File: src/design/ffbta_pkg.sv
// shared types, codes and command/status bundles for the first-fit boundary-tag allocator
`default_nettype none

package ffbta_pkg;

    // fixed field widths
    localparam int ADDR_W      = 32;
    localparam int REQ_W       = 13;
    localparam int STATUS_W    = 2;
    localparam int CFG_INDEX_W = 1;

    // request kinds
    localparam logic KIND_ALLOC = 1'b0;
    localparam logic KIND_FREE  = 1'b1;

    // result status codes
    localparam logic [STATUS_W-1:0] STATUS_OK       = 2'd0;
    localparam logic [STATUS_W-1:0] STATUS_NO_FIT   = 2'd1;
    localparam logic [STATUS_W-1:0] STATUS_BAD_FREE = 2'd2;

    // configuration register indexes
    localparam logic [CFG_INDEX_W-1:0] CFG_HEAP_BASE = 1'b0;
    localparam logic [CFG_INDEX_W-1:0] CFG_HEAP_SIZE = 1'b1;

    localparam logic [REQ_W-1:0] HEAP_SIZE_RESET = 13'd4096;

    // request beat
    typedef struct packed {
        logic              kind;
        logic [REQ_W-1:0]  request_size;
        logic [ADDR_W-1:0] free_address;
    } in_item_t;

    // result beat
    typedef struct packed {
        logic [ADDR_W-1:0]   payload_address;
        logic [STATUS_W-1:0] status;
    } out_item_t;

    // controller states
    typedef enum logic [3:0] {
        CTL_CLEAR,
        CTL_IDLE,
        CTL_ALLOC,
        CTL_TAKE,
        CTL_FCALC,
        CTL_FHDR,
        CTL_FNEXT,
        CTL_FWRITE,
        CTL_DONE
    } ctl_state_t;

    // header memory read address select
    typedef enum logic [1:0] {
        RD_ZERO,
        RD_FREE,
        RD_NEXT
    } rd_sel_t;

    // header memory write select
    typedef enum logic [2:0] {
        WR_NONE,
        WR_CLEAR,
        WR_SPLIT,
        WR_TAKE,
        WR_UNLINK,
        WR_RELEASE
    } wr_sel_t;

    // current block offset select
    typedef enum logic [1:0] {
        OFF_HOLD,
        OFF_ZERO,
        OFF_FREE,
        OFF_NEXT
    } off_sel_t;

    // working block size select
    typedef enum logic [1:0] {
        SZ_HOLD,
        SZ_REQ,
        SZ_HDR,
        SZ_MERGE
    } size_sel_t;

    // controller to datapath
    typedef struct packed {
        logic                in_capture;
        rd_sel_t             rd_sel;
        wr_sel_t             wr_sel;
        off_sel_t            off_sel;
        size_sel_t           size_sel;
        logic                nxt_load;
        logic                clr_step;
        logic                res_load;
        logic                res_grant;
        logic [STATUS_W-1:0] res_status;
        logic                out_load;
    } dp_cmd_t;

    // datapath to controller
    typedef struct packed {
        logic cfg_size_wr;
        logic clr_last;
        logic in_kind;
        logic free_in_range;
        logic hdr_valid;
        logic hdr_taken;
        logic fit;
        logic split;
        logic nxt_in_heap;
        logic out_free;
    } dp_status_t;

endpackage

`default_nettype wire

File: src/design/ffbta_ctrl.sv
// controller state machine sequencing clear, allocate walk and free
`default_nettype none

module ffbta_ctrl (
    input  wire logic                   aclk,
    input  wire logic                   aresetn,
    input  wire logic                   s_valid,
    output logic                        s_ready,
    input  wire ffbta_pkg::dp_status_t  stat,
    output ffbta_pkg::dp_cmd_t          cmd
);

    ffbta_pkg::ctl_state_t state_reg, state_next;

    // state register
    always_ff @(posedge aclk) begin
        if (!aresetn) begin
            state_reg <= ffbta_pkg::CTL_CLEAR;
        end else begin
            state_reg <= state_next;
        end
    end

    // next state and commands
    always_comb begin
        cmd        = '0;
        s_ready    = 1'b0;
        state_next = state_reg;
        unique case (state_reg)
            ffbta_pkg::CTL_CLEAR: begin
                cmd.wr_sel   = ffbta_pkg::WR_CLEAR;
                cmd.clr_step = 1'b1;
                if (stat.clr_last) begin
                    state_next = ffbta_pkg::CTL_IDLE;
                end
            end
            ffbta_pkg::CTL_IDLE: begin
                s_ready = !stat.cfg_size_wr;
                if (s_valid && !stat.cfg_size_wr) begin
                    cmd.in_capture = 1'b1;
                    if (stat.in_kind == ffbta_pkg::KIND_ALLOC) begin
                        cmd.off_sel = ffbta_pkg::OFF_ZERO;
                        cmd.rd_sel  = ffbta_pkg::RD_ZERO;
                        state_next  = ffbta_pkg::CTL_ALLOC;
                    end else begin
                        state_next  = ffbta_pkg::CTL_FCALC;
                    end
                end
            end
            // one header per cycle: fit, step to the next block, or give up
            ffbta_pkg::CTL_ALLOC: begin
                if (!stat.hdr_valid) begin
                    cmd.res_load   = 1'b1;
                    cmd.res_status = ffbta_pkg::STATUS_NO_FIT;
                    state_next     = ffbta_pkg::CTL_DONE;
                end else if (stat.fit) begin
                    if (stat.split) begin
                        cmd.wr_sel   = ffbta_pkg::WR_SPLIT;
                        cmd.size_sel = ffbta_pkg::SZ_REQ;
                    end else begin
                        cmd.size_sel = ffbta_pkg::SZ_HDR;
                    end
                    state_next = ffbta_pkg::CTL_TAKE;
                end else if (stat.nxt_in_heap) begin
                    cmd.off_sel = ffbta_pkg::OFF_NEXT;
                    cmd.rd_sel  = ffbta_pkg::RD_NEXT;
                end else begin
                    cmd.res_load   = 1'b1;
                    cmd.res_status = ffbta_pkg::STATUS_NO_FIT;
                    state_next     = ffbta_pkg::CTL_DONE;
                end
            end
            ffbta_pkg::CTL_TAKE: begin
                cmd.wr_sel     = ffbta_pkg::WR_TAKE;
                cmd.res_load   = 1'b1;
                cmd.res_grant  = 1'b1;
                cmd.res_status = ffbta_pkg::STATUS_OK;
                state_next     = ffbta_pkg::CTL_DONE;
            end
            ffbta_pkg::CTL_FCALC: begin
                if (stat.free_in_range) begin
                    cmd.off_sel = ffbta_pkg::OFF_FREE;
                    cmd.rd_sel  = ffbta_pkg::RD_FREE;
                    state_next  = ffbta_pkg::CTL_FHDR;
                end else begin
                    cmd.res_load   = 1'b1;
                    cmd.res_status = ffbta_pkg::STATUS_BAD_FREE;
                    state_next     = ffbta_pkg::CTL_DONE;
                end
            end
            ffbta_pkg::CTL_FHDR: begin
                if (!stat.hdr_valid) begin
                    cmd.res_load   = 1'b1;
                    cmd.res_status = ffbta_pkg::STATUS_BAD_FREE;
                    state_next     = ffbta_pkg::CTL_DONE;
                end else begin
                    cmd.size_sel = ffbta_pkg::SZ_HDR;
                    cmd.nxt_load = 1'b1;
                    if (stat.nxt_in_heap) begin
                        cmd.rd_sel = ffbta_pkg::RD_NEXT;
                        state_next = ffbta_pkg::CTL_FNEXT;
                    end else begin
                        state_next = ffbta_pkg::CTL_FWRITE;
                    end
                end
            end
            // absorb a free successor
            ffbta_pkg::CTL_FNEXT: begin
                if (stat.hdr_valid && !stat.hdr_taken) begin
                    cmd.wr_sel   = ffbta_pkg::WR_UNLINK;
                    cmd.size_sel = ffbta_pkg::SZ_MERGE;
                end
                state_next = ffbta_pkg::CTL_FWRITE;
            end
            ffbta_pkg::CTL_FWRITE: begin
                cmd.wr_sel     = ffbta_pkg::WR_RELEASE;
                cmd.res_load   = 1'b1;
                cmd.res_status = ffbta_pkg::STATUS_OK;
                state_next     = ffbta_pkg::CTL_DONE;
            end
            ffbta_pkg::CTL_DONE: begin
                if (stat.out_free) begin
                    cmd.out_load = 1'b1;
                    state_next   = ffbta_pkg::CTL_IDLE;
                end
            end
            default: begin
                state_next = ffbta_pkg::CTL_CLEAR;
            end
        endcase
        // a heap size write rebuilds the region
        if (stat.cfg_size_wr) begin
            state_next = ffbta_pkg::CTL_CLEAR;
        end
    end

endmodule

`default_nettype wire

File: config.mk
export PLATFORM = sky130hd
export DESIGN_NAME = ffbta_ctrl
export DESIGN_NICKNAME = d
export VERILOG_FILES = /design/src/design/ffbta_pkg.sv /design/src/design/ffbta_ctrl.sv
export SDC_FILE = /design/constraint.sdc
export NUM_CORES = 1
export LEC_CHECK = 0
export BUFFER_PORTS_ARGS = -buffer_cell sky130_fd_sc_hd__buf_2
export CORE_AREA = 2 2 39 41
export CTS_BUF_LIST = sky130_fd_sc_hd__clkbuf_2 sky130_fd_sc_hd__clkbuf_4 sky130_fd_sc_hd__clkbuf_8
export DETAILED_ROUTE_END_ITERATION = 8
export DIE_AREA = 0 0 41 43
export HOLD_SLACK_MARGIN = 0.12
export PLACE_DENSITY_LB_ADDON = 0.12
export SLEW_MARGIN = 20
export SYNTH_ARGS = -nofsm -noshare
export SYNTH_HDL_FRONTEND = slang
export SYNTH_SLANG_ARGS = --single-unit
export TNS_END_PERCENT = 50
File: constraint.sdc
create_clock -name aclk -period 2.5 [get_ports aclk]
set_clock_uncertainty 0.05 [all_clocks]
set_input_delay 0.125 -clock aclk [delete_from_list [all_inputs] [get_ports aclk]]
set_output_delay 0.125 -clock aclk [all_outputs]
set_load 0.05 [all_outputs]
Word level (Yosys, flattened, before mapping). Cells that the tools add are included.

Equal/unequal tests: 12. Muxes and demuxes: 52. Bitwise logic cells: 1. Reduce and logical (&&, ||, !) cells: 8.

Operator list (count): $mux W4 (8); $pmux W4 S8 (1); $mux W2 (12); $mux W1 (19); $pmux W2 S3 (3); $eq A4 B3 Y1 const B (4); $mux W3 (5); $pmux W3 S5 (1); $mux W9 (1); $eq A4 B2 Y1 const B (2); $pmux W2 S4 (1); $ne A2 B2 Y1 const B (3); $eq A4 B1 Y1 const B (1); $eq A4 B4 Y1 const B (1); $logic_not A4 Y1 (1); $ne A4 B4 Y1 const B (1); $pmux W1 S4 (1); $reduce_and A4 Y1 (1); $reduce_or A2 Y1 (2); $logic_and A1 B1 Y1 (2); $logic_not A1 Y1 (2); $not A1 Y1 (1).

Flip-flop bits (word level): 4. Input bits: 13. Output and inout bits: 18. Logic and storage cells: 74.

Logic depth before layout (Yosys ltp).
Depth after elaboration: 4. Gate-level depth with buffers: 5. Mapped depth without buffers: 4.

Worst setup path after synthesis. OpenSTA, ideal clock, no wires.

Path kind: register to register. Start: reg state_reg[3]. End: reg state_reg[0]. Setup time: 127 ps. Data arrival time: 2535 ps. Data required time: 2323 ps. Path slack: -212 ps. Cell stages (with the launch flop): 6. Buffers on the path: 1. Clock period less this slack: 2712 ps. Cell sequence: dfxtp_1 > buf_2 > nor4_1 > nand2b_1 > nand4_2 > a221oi_2.

Cells in the longest elaborated chain, start to end: 3. Elaborated cells on any way between the ends: 16. Those cells by class: 12 x eq/ne; 1 x mux; 3 x reduce/logical.

RTL lines: start: declaration (RTL line ffbta_ctrl.sv:13) `ffbta_pkg::ctl_state_t state_reg, state_next;`; start signal: assignment (RTL line ffbta_ctrl.sv:18) `state_reg <= ffbta_pkg::CTL_CLEAR;`; start signal: assignment (RTL line ffbta_ctrl.sv:20) `state_reg <= state_next;`; $eq A4 B3 Y1 (tied with other cells) (RTL line ffbta_ctrl.sv:29) `unique case (state_reg)`; $reduce_or A2 Y1 (no line) (tied with other cells); $pmux W4 S8 or $reduce_and A4 Y1 (tied branches).

Parallel ways exist; a longest one is shown, timed or not. A chain may end at the register's enable or synchronous reset.

==> summary.md <==
| Metric | Value |
|---|---|
| Largest register FFs | 4 |
| Placed wire-length estimate | 1.11 mm |
| Post-synthesis cell count | 76 |
| Area Growth Syn to Fin | 29.3% |
| Internal reg-to-reg setup slack | just over 0.7 ns |
| Placer Congestion | 0.771 |
| First-pass GRT wire length | 2.09 mm |
| # setup viols final | 0 |
| M3 GR Usage | 0.0628 |
| Ranking of synthesized cells by area | dfxtp_1 15%, a21oi_1 5.5%, nand3_1 5.5%, o41ai_4 5.1%, inv_1 4.8% |
| Max stage delay on crit path | roughly 0.62 ns |
| Antenna viol nets, final | 0 |
| Largest net degree at the start of global routing | 19 |
| Share of cells above drive strength 1 | 0.379 |
| Worst skew pair latency | 0.24 ns |
| Arrival time at the worst endpoint | 1.88 ns |
| Cell taking the most area after synthesis | dfxtp_1 |
| GRT met2 Usage | 0.256 |
| Deepest clock path buffer count | 2 |
| # hold bufs at CTS | 0 |
| Via count | 657 |
| Total gr overflow | 0 |
| CTS resizes | 0 |
| Max H-tree Level | 1 |
| Die ar. | 1760 um^2 |
| Clk slew on worst S/H paths | 0.04 ns |
| Initial antenna violation count | 0 |
| MaxCap Viol Count | 0 |
| CP Data Required Time | 2.33 ns |
| Post-synth top cells | 7 x inv_1, 6 x a21oi_1, 6 x nand3_1 |
| WS Path Type | reg2out |
| Total GRT Usage | 0.171 |
| Fin crit share | 0.822 |
| PortBufs | 30 |
| DR pass1 iterations | 4 |
| Area share of the largest cell type after synthesis | 0.148 |
| Final Hold Fails | 0 |
| Crit path cell chain | nor2b_2 > nand3_1 > o21ai_0 > buf_2 |
| Cell row count | 14 |
| CTS tree | yes |
| # DRC | 0 |
| Syn avg cell area | 7.13 um^2 |
| Clk root buf | clkbuf_4 |
| Diodes inserted | 0 |
| Total Power | 224 uW |
| Grt peak-use layer | met2 |
| Crit-path slowest cell | dfxtp_1 |
| First DRT Iteration DRCs | 18 |
| Seq/Total Area, Yosys | 0.148 |
| Ys Warns | 0 |
| Predominant post-synthesis flop cell | dfxtp_1 |
| Min Tclk post-route | 2.05 ns |
| Setup TNS | 0 ns |
| Net Count, Synth | 89 |
| Relative slew slack | 0.600 |
| Initial core utilization | 0.392 |
| Yosys cell types | 34 |
| WL final | 1.44 mm |
| Maximum VDD drop | 0.201 mV |
| WL per Instance | around 12 um |
| Layout Nets | 118 |
| Startpoint types | flop |
| Final Non-Filler Cells | 119 |
| Fmax | 487 MHz |
| Post-synth EDFFs | 0 |
| CTS Buf Count | 3 |
| Met1 Track Usage GR | 0.221 |
| Worst slew pin tran | 0.599 ns |
| #FFs+latches synth | 4 |
| Post-CTS setup buffers | 0 |
| Crit end category | primary output |
| Core ar. | 1380 um^2 |
| FILL cells | approximately 150 |
| Mapped Area | between 500 and 600 um^2 |
| Die width | between 40 and 50 um |
| Avg Vias per Cell | ~5.5 |
| Die Ht | 43 um |
| RSZ-0062 raised after global routing | no |
| Asr flop ratio synth | 0 |
| Most frequent cell after synthesis | inv_1 |
| Placed Cells | 116 |
| Pwr per Cell Area | ~320 nW/um^2 |
| Hold Crit Class | in2reg |
| Total I/O pin count | 31 |
| Pleak | 0.000361 uW |
| Vias in the first global route | 519 |
| Worst Path Max Fanout | 13 |
| Outcome | finished clean |
| Final Slew Violations | 0 |
| Clk sink count | 4 |
-- stage by stage --
stage          worst slack (ns)  area [um^2]   util  hold slack [ns]
2_1_floorplan             0.363          548      -            0.285
3_3_place_gp              0.745          678  0.490            0.429
3_5_place_dp              0.701          678  0.490            0.427
4_1_cts                   0.453          701  0.506            0.181
5_1_grt                   0.304          701  0.506            0.189
6_report                  0.446          701  0.506            0.181
-- worst paths after layout --
| check | startpoint | end | depth (start not counted) |
|---|---|---|---|
| worst max-delay path | state_reg[0] | cmd[15] | 4 |
| worst max register to register | state_reg[0] | state_reg[0] | 4 |
| worst min-delay path | stat[0] | state_reg[3] | 4 |
| worst min register to register | state_reg[3] | state_reg[3] | 2 |
-- layout make-up --
class                   instances  area [um^2]  area share
multi-input cells              59          402       0.573
repair buffers                 30          150       0.214
flip-flops and latches          4         80.1       0.114
inverters                       7         26.3      0.0375
clock buffers                   3         22.5      0.0321
well taps                      16         20.0      0.0286
-- power breakdown --
group | switching [uW] | total, uW | internal, uW
combinational | 45.0 | 72.5 | 27.5
clock | 26.4 | 80.1 | 53.7
sequential | 5.97 | 71.7 | 65.7
total | 77.4 | 224 | 147
-- placed cells by master, fill, tap and decap left out, types with 2 or more instances in the layout --
cell      count
nand2_1       5
nor3b_1       3
a31oi_1       3
nand3_1       6
buf_2        30
a21oi_1       6
clkbuf_4      3
inv_1         7
o21ai_0       2
nor2_1        5
nor3_1        4
and3_1        2
o21a_1        2
dfxtp_1       4
nand2b_1      3
-- kinds of logic after synthesis --
kind of cell    synth area share
compound gates             0.326
buf+inv                    0.122
flops                      0.148
mux                       0.0185
simple gates               0.386
-- layer usage --
metal	wire length (um)	share of wire
met1	675	0.47
met2	657	0.46
met3	101	0.070
met4	0	0
met5	0	0
-- critical path: cells and delay by family (launching register included) --
kind            cells  cell delay, ns
compound gates      1            0.20
simple gates        2            0.54
buf+inv             1            0.28
flops               1            0.62
Power figures use the tool's default switching activity.
